[src/rtl/icsh_pkg.sv]
`timescale 1ns / 1ps
`default_nettype none
// ----------------------------------------------------------------------------
// icsh_pkg
// shared types and constants for the image channel statistics histogram
// ----------------------------------------------------------------------------
package icsh_pkg;

    localparam int SAMPLE_W = 24;
    localparam int FRAC_W   = 17;
    localparam int NUM_CHAN = 4;

    localparam logic [1:0] REQ_PIXEL   = 2'd0;
    localparam logic [1:0] REQ_BIN     = 2'd1;
    localparam logic [1:0] REQ_SUMMARY = 2'd2;
    localparam logic [1:0] REQ_START   = 2'd3;

    localparam logic signed [SAMPLE_W-1:0] CODE_MAX = 24'sh7FFFFF;
    localparam logic signed [SAMPLE_W-1:0] CODE_MIN = 24'sh800000;

    // divider request from the top level to the shared divider
    typedef struct packed {
        logic        start;
        logic        negate;
        logic [63:0] dividend;
        logic [31:0] divisor;
    } div_req_t;

endpackage : icsh_pkg
`default_nettype wire

[src/rtl/icsh_div.sv]
`timescale 1ns / 1ps
`default_nettype none
// ----------------------------------------------------------------------------
// icsh_div
// radix-2 restoring divider, one quotient bit per cycle, magnitude in
// ----------------------------------------------------------------------------
module icsh_div (
    input  wire                  clk,
    input  wire                  rst_n,
    input  wire icsh_pkg::div_req_t req,
    output logic [63:0]          quot,
    output logic                 done
);
    logic [63:0] q_reg;
    logic [31:0] r_reg;
    logic [31:0] d_reg;
    logic [6:0]  n_reg;
    logic        run_reg, neg_reg;
    logic [32:0] trial;

    assign trial = {r_reg[31:0], q_reg[63]} - {1'b0, d_reg};

    always_ff @(posedge clk or negedge rst_n)
    begin
        if (!rst_n)
        begin
            run_reg <= 1'b0;
            done    <= 1'b0;
            n_reg   <= '0;
        end
        else
        begin
            done <= 1'b0;
            if (req.start)
            begin
                run_reg <= 1'b1;
                n_reg   <= 7'd64;
            end
            else if (run_reg)
            begin
                n_reg <= n_reg - 1'b1;
                if (n_reg == 7'd1)
                begin
                    run_reg <= 1'b0;
                    done    <= 1'b1;
                end
            end
        end
    end

    always_ff @(posedge clk)
    begin
        if (req.start)
        begin
            q_reg   <= req.dividend;
            d_reg   <= req.divisor;
            r_reg   <= '0;
            neg_reg <= req.negate;
        end
        else if (run_reg)
        begin
            // remainder stays below the divisor, so 32 bits hold it
            if (!trial[32])
                r_reg <= trial[31:0];
            else
                r_reg <= {r_reg[30:0], q_reg[63]};
            q_reg <= {q_reg[62:0], ~trial[32]};
        end
    end

    assign quot = neg_reg ? (~q_reg + 64'd1) : q_reg;
endmodule : icsh_div
`default_nettype wire

[config.mk]
export PLATFORM = sky130hd
export DESIGN_NAME = icsh_div
export DESIGN_NICKNAME = d
export VERILOG_FILES = /design/src/rtl/icsh_pkg.sv /design/src/rtl/icsh_div.sv
export SDC_FILE = /design/constraint.sdc
export NUM_CORES = 1
export LEC_CHECK = 0
export ABC_AREA = 1
export BUFFER_PORTS_ARGS = -buffer_cell sky130_fd_sc_hd__buf_2
export CAP_MARGIN = 20
export CORE_MARGIN = 4
export CORE_UTILIZATION = 30
export CTS_CLUSTER_DIAMETER = 40
export DETAILED_ROUTE_END_ITERATION = 6
export PLACE_DENSITY = 0.49
export REMOVE_ABC_BUFFERS = 1
export SLEW_MARGIN = 20
export SYNTH_ARGS = -nofsm -noshare
export SYNTH_HDL_FRONTEND = slang
export SYNTH_SLANG_ARGS = --single-unit
[constraint.sdc]
create_clock -name clk -period 3.21 [get_ports clk]
set_input_delay 0.1605 -clock clk [delete_from_list [all_inputs] [get_ports clk]]
set_output_delay 0.1605 -clock clk [all_outputs]
set_load 0.01 [all_outputs]
* Yosys cells after proc, flatten, opt, wreduce, memory -nomap -nowiden
Cells that the tools add are included.
Storage, ports and cells: register bits after elaboration 138, word-level logic and storage cells 26
Cells by class: add/sub/neg operators 3, equality and inequality tests 1, muxes and demuxes 12, bitwise operators 2, reduce and logical (&&, ||, !) cells 1
Operators by type and width (count):
- $mux W64 | 3
- $add A64 B1 Y64 const B | 1
- $not A64 Y64 | 1
- $sub A33 B32 Y33 | 1
- $mux W32 | 1
- $mux W7 | 2
- $eq A7 B1 Y1 const B | 1
- $sub A7 B1 Y7 const B | 1
- $mux W1 | 6
- $reduce_bool A2 Y1 | 1
- $not A1 Y1 | 1

* Logic depth before layout (Yosys ltp)
Gate-level depths: netlist of run 1.
depth after elaboration 4, mapped depth 18, gate-level depth less buffers 17

* Worst setup path after synthesis of run 1
OpenSTA, ideal clock, no wires.
path kind register to register, start point register q_reg[63], end point register q_reg[0] (data pin), library setup time 0.267 ns, data arrival time 2.002 ns, path slack 0.942 ns, stages on the path, launching flop included 17, period minus slack after synthesis 2.268 ns, cells stage by stage edfxtp_1 inv_1 ha_1 fa_1 inv_1 nand2_1 nand2_1 nand3_1 nand2_1 nand2_1 nand2_2 nand2_2 nand2_2 nand2_1 nand2_2 buf_4 o21ai_0
Between the ends: word-level cells in the longest chain between the ends 4
Ends and longest elaborated chain:
- from (decl) | line icsh_div.sv:14 | logic [63:0] q_reg;
- from (signal assigned) | line icsh_div.sv:55 | q_reg <= req.dividend;
- from (signal assigned) | line icsh_div.sv:67 | q_reg <= {q_reg[62:0], ~trial[32]};
- $sub A33 B32 Y33 | line icsh_div.sv:21 | assign trial = {r_reg[31:0], q_reg[63]} - {1'b0, d_reg};
- $not A1 Y1 | line icsh_div.sv:67
- $mux W64 | line icsh_div.sv:60 | else if (run_reg)
- $mux W64 | line icsh_div.sv:53 | if (req.start)
Every way passes these cells. The select of a mux whose other input is x is not followed. A chain may end at the register's enable or synchronous reset.

* Final worst setup path of run 1
start point register q_reg[0], end point output port quot[60]
Between the ends: word-level cells in the longest chain between the ends 3
Ends and longest elaborated chain:
- $not A64 Y64 | line icsh_div.sv:71 | assign quot = neg_reg ? (~q_reg + 64'd1) : q_reg;
- $add A64 B1 Y64 | line icsh_div.sv:71
- $mux W64 | line icsh_div.sv:71
- to (decl) | line icsh_div.sv:11 | output logic [63:0] quot,
Every way passes these cells.

==> results of run 1 <==
==> cell families after synthesis <==
family | Yosys count | share of synthesized area (%)
simple gates | 860 | 34.5
buf+inv | 320 | 11.9
flops | 138 | 36.5
compound gates | 132 | 6.67
xor+xnor | 72 | 6.09
fa+ha+maj | 36 | 4.42
==> power by group <==
group	switching [W]	leakage, nW	total [W]	internal (W)
clock network	0.000891	0.270	0.00200	0.00111
registers	0.000263	1.39	0.00254	0.00227
logic	0.00264	4.87	0.00409	0.00145
total	0.00380	6.53	0.00862	0.00483
==> per-stage QoR <==
| step | power (W) | setup TNS (ns) | std cells | util [%] | worst slack (ns) |
|---|---|---|---|---|---|
| after global placement | 0.00661 | 0 | 2142 | 34.6 | 0.427 |
| after floorplan | 0.00535 | -3.13 | 1522 | - | -0.0485 |
| final | 0.00862 | 0 | 2236 | 38.2 | 0.123 |
| after CTS | 0.00871 | 0 | 2235 | 38.1 | 0.0365 |
| after global routing | 0.00942 | -0.0305 | 2235 | 38.2 | -0.0305 |
| after detailed placement | 0.00661 | 0 | 2142 | 34.6 | 0.434 |
==> routing by layer <==
metal | vias up | global-route usage [%]
li1 | 5302 | -
met1 | 4599 | 23.0
met2 | 249 | 30.8
met3 | 43 | 2.85
met4 | 0 | 5.10
met5 | - | 0
==> cells in the final DEF (no fill, tap or decap), drive strengths merged, types with 3 or more instances in the layout <==
cell         count
dlygate4sd3     61
edfxtp          97
clkbuf          19
nor2           130
dfrtp            9
and2             8
ha              35
nand3           91
buf            172
xor2            60
xnor2           12
a21oi           25
nor3            22
nor3b            4
o21bai           3
inv            290
nand4           35
dfxtp           32
nor4             3
and3             4
o21ai           97
nand2          562
clkinvlp         4
==> final cells by class <==
cell class                 count  area share [%]
multi-input combinational   1100            41.7
sequential                   138            29.3
timing repair buffer         233            11.9
inverter                     284            8.27
tap                          448            4.35
clock buffer                  19            3.43
clock inverter                13            1.03
antenna                        1          0.0194
==> worst reg2reg max path, cell delays in order (launching register included) <==
cell and delay [ns]:
edfxtp_1 0.34, inv_1 0.07, ha_1 0.23, fa_1 0.41, inv_1 0.11, nand2_1 0.07, nand2_1 0.11, nand3_1 0.08
nand2_1 0.14, nand2_1 0.08, nand2_2 0.09, nand2_2 0.08, nand2_2 0.07, nand2_1 0.06, nand2_2 0.32, buf_4 0.23
nand2_1 0.05, nand3_1 0.07, nand2_1 0.05
==> path summary, 6_finish.rpt <==
| check | startpoint | slack [ns] | to | cells after the start |
|---|---|---|---|---|
| setup / recovery | q_reg[0] | 0.12 | quot[60] | 9 |
| hold / removal | req[81] | 0.008 | q_reg[49] | 3 |
| setup reg to reg | q_reg[63] | 0.44 | r_reg[8] | 18 |
| hold reg to reg | r_reg[2] | 0.48 | r_reg[2] | 2 |
| max in group asynchronous | rst_n | 2.91 | n_reg[6] | 2 |
| min in group asynchronous | rst_n | 0.11 | n_reg[5] | 2 |
==> repair_timing <==
action / 4_1_cts / 5_1_grt
hold endpoints to repair: 69 / 0
resized for setup: 1 / 5
hold buffers: 61 / 0
pin swaps: 0 / 2
setup endpoints to repair: 1 / 6
==> reports/results.md, run 1 <==
| Quantity | Value | Unit |
|---|---|---|
| Run status | completed | - |
| Post-CTS repair timing setup buffer count | 0 | - |
| Number of flip-flops in the largest register | 64 | - |
| Initial Util | 30.7 | % |
| Final routed wire length divided by cell count | 15.1 | microns |
| Unrepaired setup endpoints after global routing | yes | - |
| Dominant cell type by area after synthesis | edfxtp_1 | - |
| Cell with the most instances after synthesis | nand2_1 | - |
| Weighted congestion reported at the end of routability-driven placement | 0.948 | - |
| Full die area | 0.0376 | sq mm |
| Number of clock sinks | 138 | - |
| Area of the multi-input gates | 0.00538 | sq mm |
| Worst voltage drop across the vdd grid | 0.000454 | V |
| Area Overhead vs Synth | 24.5 | % |
| Worst Clk Skew | 0.00977 | ns |
| Worst hold margin | 0.00806 | ns |
| Number of enable flip-flop cells after synthesis | 97 | - |
| Number of fill cells | 3,689 | - |
| Final wirelength | 33,900 | microns |
| Synth Register Bits | 138 | - |
| Share of the yosys chip area belonging to registers | 36.5 | % |
| Antenna violations before repair | 0 | - |
| Violation count after the first detailed-routing iteration | 594 | - |
| Required time of the worst setup path | 3.05 | ns |
| Total of buffers placed on input and output ports | 164 | - |
| DIE HEIGHT | 194 | microns |
| Vias after detailed routing | 10,193 | - |
| Worst min-delay path category | in -> reg | - |
| Critical Path Slowest Stage Cell | edfxtp_1 | - |
| Top Family by Delay on Critical Path | simple AND/OR/NAND/NOR gates | - |
| Total grt overflow | 0 | - |
| Detailed Place HPWL | 26,100 | microns |
| Clock transition at the register clock pins on the worst setup and hold paths after CTS | 0.07 | ns |
| Highest signal layer in the routed design | met4 | - |
| Final critical path time including I/O delays and setup | 3.09 | ns |
| Final hold violation count | 0 | - |
| Crit path DAT | 2.93 | ns |
| Period Utilization, post-route | 96.2 | % |
| Layout cell share with drive strength beyond 1 | 12.9 | % |
| Cell chain of the critical path | inv_1, ha_2, nand3_1, nor2_4, nand4_1, o21ai_1, o211ai_1, xor2_1, buf_2 | - |
| Number of iterations in the first detailed-routing pass | 5 | - |
| Met3 Wirelength | 1510 | microns |
| Later-pin clock latency in the skew report | 0.44 | ns |
| Number of buffers created by CTS | 17 | - |
| Post-synthesis instance area | 0.0104 | sq mm |
| Vias in the first global route | 10,203 | - |
| Start-to-end type of the worst setup path | reg -> out | - |
| Drt drc | 0 | - |
| Pin count of the biggest net entering global routing | 150 | - |
| TritonCTS clock tree | built | - |
| Top cells by instance count after synthesis | nand2_1, inv_1, nor2_1, edfxtp_1, o21ai_0 | - |
| Root cell of the clock tree | clkbuf_16 | - |
| Setup crit start kind | flip-flop | - |
| Routed vias/inst | 4.56 | - |
| Main synth FF type | edfxtp_1 | - |
| Pwr Density | 669 | mW/mm^2 |
| Floorplan row count | 67 | - |
| Antenna Violating Nets Remaining | 0 | - |
| Critical Path Fanout Max | 6 | - |
| Standard cell area after detailed placement | 0.0117 | sq mm |
| Cell count after synthesis | 1,558 | - |
| Routed wl met2 | 16,100 | microns |
| WP buf/inv | 2 | - |
| Timing-limited maximum frequency | 0.324 | GHz |
| Flip-flop and latch area | 0.00378 | sq mm |
| Die X | 194 | microns |
| Net count, final | 1,910 | - |
| Max-cap viol count | 0 | - |
| CP endpoint kind | output pin | - |
| Global-route usage over all layers | 17.8 | % |
| Unique masters post-synth | 39 | - |
| Max transition margin | 43.2 | % |
| Top post-synthesis cells by area | edfxtp_1, nand2_1, inv_1, dfxtp_1, xor2_1 | - |
| Syn_area_per_cell | 6.65 | sq um |
| Final number of setup-violating endpoints | 0 | - |
| Portion of synthesized cell area occupied by the leading cell type | 28.1 | % |
| CTS max path bufs | 2 | - |
| Count of boundary I/O pins | 165 | - |
| Global-route wire length before repair | 54,300 | microns |
| Detailed-route wire length on metal 1 | 15,500 | microns |
| Worst-Margin Slew | 0.850 | ns |
| Core Region | 0.0338 | sq mm |
| Max Transition Viols Final | 0 | - |
| Cell area after layout | 0.0129 | sq mm |
| H-tree depth | 4 | - |
| Total number of yosys warnings | 0 | - |
| Crit path largest cell delay | 0.50 | ns |
| Fraction of synthesis flops using an asynchronous set or reset pin | 6.52 | % |
| Lkg Pwr | 6.53 | nW |
(Power assumes the default switching activity.)
==> run 2: changes to the inputs <==
Settings changed: PLACE_DENSITY 0.49 to default.
==> run 2 against run 1 <==
Effect of this change: die area unchanged; worst setup slack improved by 0.10 ns; clock power increased by 5%; design area down 1.1%; clock skew rose by 0.0041 ns; critical endpoint unchanged; largest cell class unchanged; highest routed layer unchanged.
==> reports/results.md, run 2 (synthesis results as in run 1) <==
| Quantity | Value | Unit | Delta |
|---|---|---|---|
| Number of iterations in the first detailed-routing pass | 5 | - | unchanged |
| Portion of total power attributed to sequential cells | 29.1 | % | -0.3 points |
| Internal cell power | 0.00491 | W | +1.7% |
| Power share of the combinational group | 46.6 | % | -0.8 points |
| Final number of setup-violating endpoints | 0 | - | unchanged |
| Full die area | 0.0376 | sq mm | unchanged |
| Highest signal layer in the routed design | met4 | - |  |
| Min-delay src | req[46] | - |  |
| Area Overhead vs Synth | 23.2 | % |  |
| Non-filler cells, final | 2,221 | - | -0.67% |
| Violation count after the first detailed-routing iteration | 668 | - | +12% |
| Setup slack of the worst register-to-register path | 0.40 | ns | -0.04 ns |
| CTS max path bufs | 2 | - | unchanged |
| Number of buffers created by CTS | 17 | - | unchanged |
| Final hold violation count | 0 | - | unchanged |
| Launch point of the worst reg-to-reg path | q_reg[63] | - |  |
| Run status | completed | - |  |
| H-tree depth | 4 | - | unchanged |
| Commonest non-fill, non-tap cells in the layout | nand2_1, inv_1, buf_2 | - |  |
| Total grt overflow | 0 | - | unchanged |
| Worst Clk Skew | 0.0139 | ns | +0.00409 ns |
| Number of clock sinks | 138 | - | unchanged |
| Critical path startpoint | q_reg[0] | - |  |
| Initial Util | 30.7 | % | unchanged |
| Worst voltage drop across the vdd grid | 0.000410 | V | -9.5% |
| Crit path DAT | 2.83 | ns | -0.10 ns |
| Root cell of the clock tree | clkbuf_16 | - |  |
| Worst min-delay path category | in -> reg | - |  |
| Worst-Margin Slew | 0.967 | ns | +0.117 ns |
| Weighted congestion reported at the end of routability-driven placement | 0.917 | - | -3.2% |
| Inst Count DP | 2,141 | - | -0.047% |
| Routed vias/inst | 4.61 | - | +1.2% |
| Share of power burned in the clock network | 24.3 | % | +1.1 points |
| Antenna violations before repair | 0 | - | unchanged |
| Minimum setup slack in the final design | 0.224 | ns | +0.101 ns |
| Count of boundary I/O pins | 165 | - | unchanged |
| Drt drc | 0 | - | unchanged |
| Psw | 0.00379 | W | about the same |
| Net count, final | 1,896 | - | -0.73% |
| Max-cap viol count | 0 | - | unchanged |
| Final routed wire length divided by cell count | 14.9 | microns | -1.6% |
| Clock transition at the register clock pins on the worst setup and hold paths after CTS | 0.07 | ns | about the same |
| Max transition margin | 35.5 | % | -7.7 points |
| Global-route usage over all layers | 17.3 | % | -0.50 points |
| Final critical path time including I/O delays and setup | 2.99 | ns | -0.101 ns |
| Lkg Pwr | 6.50 | nW | -0.59% |
| Number of flip-flops in the largest register | 64 | - | unchanged |
| Start-to-end type of the worst setup path | reg -> out | - |  |
| Worst hold margin | 0.00842 | ns | +0.000358 ns |
| TritonCTS clock tree | built | - |  |
| CP endpoint kind | output pin | - |  |
| Fraction of power spent switching nets | 43.6 | % | -0.42 points |
| Minimum setup slack after placement | 0.341 | ns | -0.0925 ns |
| Critical Path Fanout Max | 4 | - | -2 |
| Required time of the worst setup path | 3.05 | ns | about the same |
| Antenna Violating Nets Remaining | 0 | - | unchanged |
| Later-pin clock latency in the skew report | 0.43 | ns | about the same |
| Period Utilization, post-route | 93.0 | % | -3.1 points |
| Vias in the first global route | 10,091 | - | -1.1% |
| Setup crit start kind | flip-flop | - |  |
| Count of antenna diodes in the layout | 0 | - | -1 |
| Met3 Wirelength | 1990 | microns | +32% |
| Commonest non-fill, non-tap cell in the layout | nand2_1 | - |  |
| DIE HEIGHT | 194 | microns | unchanged |
| Routed wl met2 | 15,500 | microns | -4.2% |
| Total of buffers placed on input and output ports | 164 | - | unchanged |
| Vias after detailed routing | 10,247 | - | +0.53% |
| Number of fill cells | 3,632 | - | -1.5% |
| Unrepaired setup endpoints after global routing | no | - |  |
| Global-route wire length before repair | 52,800 | microns | -2.7% |
| Max Transition Viols Final | 0 | - | unchanged |
| Floorplan row count | 67 | - | unchanged |
| Final wirelength | 33,100 | microns | -2.3% |
| Pin count of the biggest net entering global routing | 103 | - | -31% |
| Core Region | 0.0338 | sq mm | unchanged |
| Timing-limited maximum frequency | 0.335 | GHz | +3.4% |
| Detailed Place HPWL | 25,500 | microns | -2.4% |
| Detailed-route wire length on metal 1 | 15,000 | microns | -2.8% |
| Layout cell share with drive strength beyond 1 | 12.9 | % | about the same |
| Die X | 194 | microns | unchanged |
| Pwr Density | 682 | mW/mm^2 | +2.0% |
[run 2: worst max-delay path, stage by stage, from the launching register on]
cell and delay, ns:
edfxtp_1 0.47, inv_1 0.11, ha_1 0.27, nand3_1 0.17, nor2_4 0.17, nand4_1 0.22
o21ai_1 0.32, o211ai_1 0.19, xor2_2 0.28, buf_2 0.19
[run 2: cell type report]
type                       instances  area, sq um  area share [%]
multi-input combinational       1100         5380            42.2
tap                              448          561            4.39
clock inverter                    13          155            1.22
clock buffer                      19          454            3.56
inverter                         284         1070            8.35
timing repair buffer             219         1370            10.7
sequential                       138         3780            29.6
[run 2: final timing paths]
kind                             end  cells past startpoint
max                         quot[60]                      9
min                        q_reg[14]                      3
max reg2reg                r_reg[24]                     18
min reg2reg                r_reg[24]                      2
max in group asynchronous    run_reg                      2
min in group asynchronous       done                      2
[run 2: layer usage]
metal,GRT usage (%),vias up
li1,-,5273
met1,22.8,4632
met2,29.3,300
met3,3.49,42
met4,4.04,0
met5,0,-
[run 2: timing repair]
action                                  in CTS  in global routing
hold buffers                                47                  0
endpoints found under the hold margin       55                  0
pin swaps                                    0                  1
endpoints found under the setup margin       2                  4
gates resized for setup                      3                  1
setup buffers                                0                  1
[run 2: metrics by stage]
stage / TNS (ns) / utilization (%) / power, W / cell area [sq um]
6_report: 0 / 37.8 / 0.00870 / 12800
5_1_grt: 0 / 37.8 / 0.00945 / 12800
4_1_cts: 0 / 37.7 / 0.00876 / 12700
3_5_place_dp: 0 / 34.5 / 0.00656 / 11700
3_3_place_gp: 0 / 34.5 / 0.00652 / 11700
2_1_floorplan: -3.13 / - / 0.00535 / 10200
[run 2: power groups by stage]
stage / Sequential, W / Clock (W) / Combinational (W)
final: 0.00253 / 0.00211 / 0.00406
after CTS: 0.00253 / 0.00216 / 0.00407
after global routing: 0.00258 / 0.00222 / 0.00464
after floorplan: 0.00251 / 0 / 0.00285
after global placement: 0.00256 / 0 / 0.00396
after detailed placement: 0.00256 / 0 / 0.00400
==> run 3: changes to the inputs <==
Settings changed: BUFFER_PORTS_ARGS -buffer_cell sky130_fd_sc_hd__buf_2 to -buffer_cell sky130_fd_sc_hd__buf_4, CTS_CLUSTER_DIAMETER 40 to 80.
Clock period 3.21 ns to 3.4 ns, I/O delays scaled along.
==> run 3 against run 2 <==
Effect of this change: count of clock-buffer cells in the layout is 1 higher; core utilization is 0.76 points higher; die area stayed put; critical path type unchanged; routed wire length is 0.69% higher; combinational power is 3% lower; clock skew is 0.0032 ns lower; largest cell class unchanged; non-clock buffer count is 9 lower; total power is 6.0% lower; worst hold slack better by 0.0035 ns; register-to-register slack better by 0.23 ns; design area is 2.0% higher; final cell count is 0.41% lower.
==> reports/results.md, run 3 (synthesis results as in run 1) <==
| Quantity | Value | Unit | Delta |
|---|---|---|---|
| Run status | completed | - |  |
| Routed vias/inst | 4.63 | - | +0.29% |
| Pin count of the biggest net entering global routing | 118 | - | +15% |
| Commonest non-fill, non-tap cell in the layout | nand2_1 | - |  |
| Worst hold endpoint | q_reg[10] | - |  |
| Core Region | 0.0338 | sq mm | unchanged |
| Weighted congestion reported at the end of routability-driven placement | 0.955 | - | +4.1% |
| Number of iterations in the first detailed-routing pass | 5 | - | unchanged |
| Worst voltage drop across the vdd grid | 0.000397 | V | -3.3% |
| Commonest non-fill, non-tap cells in the layout | nand2_1, inv_1, buf_4 | - |  |
| Length in cells of the worst reg-to-reg path | 18 | - | unchanged |
| Floorplan row count | 67 | - | unchanged |
| DIE HEIGHT | 194 | microns | unchanged |
| Global-route usage over all layers | 17.5 | % | +0.18 points |
| Antenna violations before repair | 0 | - | unchanged |
| Worst Clk Skew | 0.0107 | ns | -0.00315 ns |
| Period Utilization, post-route | 93.5 | % |  |
| Critical Path Fanout Max | 6 | - | +2 |
| Max Transition Viols Final | 0 | - | unchanged |
| Worst min-delay path category | in -> reg | - |  |
| Max-cap viol count | 0 | - | unchanged |
| Setup slack of the worst register-to-register path | 0.63 | ns | +0.23 ns |
| Layout cell share with drive strength beyond 1 | 12.8 | % | -0.048 points |
| Count of boundary I/O pins | 165 | - | unchanged |
| Lkg Pwr | 6.57 | nW | +1.2% |
| Start-to-end type of the worst setup path | reg -> out | - |  |
| Root cell of the clock tree | clkbuf_16 | - |  |
| CTS max path bufs | 2 | - | unchanged |
| Crit path DAT | 3.01 | ns | +0.18 ns |
| Net count, final | 1,887 | - | -0.47% |
| Area Overhead vs Synth | 25.7 | % |  |
| Pwr Density | 628 | mW/mm^2 | -7.9% |
| Unrepaired setup endpoints after global routing | no | - |  |
| Full die area | 0.0376 | sq mm | unchanged |
| Global-route wire length before repair | 53,500 | microns | +1.2% |
| Vias in the first global route | 10,303 | - | +2.1% |
| Min-delay src | req[42] | - |  |
| CP endpoint kind | output pin | - |  |
| Later-pin clock latency in the skew report | 0.44 | ns | about the same |
| Detailed Place HPWL | 25,800 | microns | +1.5% |
| Worst-Margin Slew | 0.654 | ns | -0.312 ns |
| Clock transition at the register clock pins on the worst setup and hold paths after CTS | 0.07 | ns | about the same |
| Total grt overflow | 0 | - | unchanged |
| TritonCTS clock tree | built | - |  |
| Antenna Violating Nets Remaining | 0 | - | unchanged |
| Final number of setup-violating endpoints | 0 | - | unchanged |
| Final wirelength | 33,300 | microns | +0.69% |
| Violation count after the first detailed-routing iteration | 623 | - | -6.7% |
| Launch point of the worst reg-to-reg path | q_reg[63] | - |  |
| Final critical path time including I/O delays and setup | 3.18 | ns |  |
| Number of flip-flops in the largest register | 64 | - | unchanged |
| Total of buffers placed on input and output ports | 164 | - | unchanged |
| H-tree depth | 4 | - | unchanged |
| Number of fill cells | 3,637 | - | +0.14% |
| Max transition margin | 56.3 | % | +21 points |
| Final hold violation count | 0 | - | unchanged |
| Number of clock sinks | 138 | - | unchanged |
| Die X | 194 | microns | unchanged |
| Setup crit start kind | flip-flop | - |  |
| Reg-to-reg endpoint | r_reg[18] | - |  |
| Vias after detailed routing | 10,235 | - | -0.12% |
| Required time of the worst setup path | 3.23 | ns | +0.18 ns |
| Hold Path Cell Cnt | 3 | - | unchanged |
| Post-CTS repair timing setup buffer count | 0 | - | unchanged |
| Worst hold margin | 0.0119 | ns | +0.00351 ns |
| Final routed wire length divided by cell count | 15.1 | microns | +1.1% |
| Drt drc | 0 | - | unchanged |
| Count of antenna diodes in the layout | 0 | - | unchanged |
| Number of buffers created by CTS | 17 | - | unchanged |
| Post-route setup TNS | 0 | ns | unchanged |
| Timing-limited maximum frequency | 0.315 | GHz |  |
| Initial Util | 30.7 | % | unchanged |
==> run 3: layout make-up <==
type	count	area, sq um	area share, %
sequential	138	3780	29.0
inverter	284	1070	8.19
tap	448	561	4.31
clock inverter	12	114	0.875
timing repair buffer	210	1700	13.0
clock buffer	20	447	3.43
multi-input combinational	1100	5350	41.1
==> run 3: repair_timing <==
action                                 4_1_cts  5_1_grt
hold buffers                                38        0
endpoints found under the hold margin       46        0
gates resized for setup                      0        0
==> run 3: stage by stage <==
step	total power (W)	util, %	cell area (sq um)	setup WS (ns)	cells
finish	0.00818	38.5	13000	0.222	2212
global route	0.00890	38.5	13000	0.0503	2212
CTS	0.00823	38.5	13000	0.212	2212
detailed placement	0.00633	35.7	12100	0.663	2142
global placement	0.00628	35.7	12100	0.747	2142
floorplan	0.00505	-	10200	0.141	1522
==> run 3: worst max-delay path: stages, from the launching register on <==
cell and delay [ns]:
edfxtp_1 0.46, inv_1 0.11, ha_1 0.24, nand3_1 0.14, nor2_2 0.31, nand4_1 0.27
o21ai_0 0.39, o211ai_1 0.16, xor2_1 0.30, buf_4 0.19
==> run 3: power breakdown <==
part	total (W)	internal [W]	switching, W	leakage [nW]
Combinational	0.00395	0.00143	0.00251	4.91
Sequential	0.00239	0.00215	0.000246	1.39
Clock	0.00184	0.00103	0.000802	0.274
Total	0.00818	0.00462	0.00356	6.57
==> run 3: worst max path at each step <==
stage | startpoint | to
after floorplan | run_reg | q_reg[0]
after global placement | q_reg[0] | quot[60]
after detailed placement | q_reg[63] | r_reg[18]
after CTS | q_reg[0] | quot[60]
after global routing | q_reg[0] | quot[60]
final | q_reg[0] | quot[60]
==> run 3: layer usage <==
| layer | up-vias | GRT usage (%) | share of wire [%] |
|---|---|---|---|
| li1 | 5250 | - | - |
| met1 | 4628 | 22.6 | 44 |
| met2 | 317 | 29.9 | 47 |
| met3 | 40 | 4.05 | 6.6 |
| met4 | 0 | 4.06 | 1.7 |
| met5 | - | 0 | 0 |
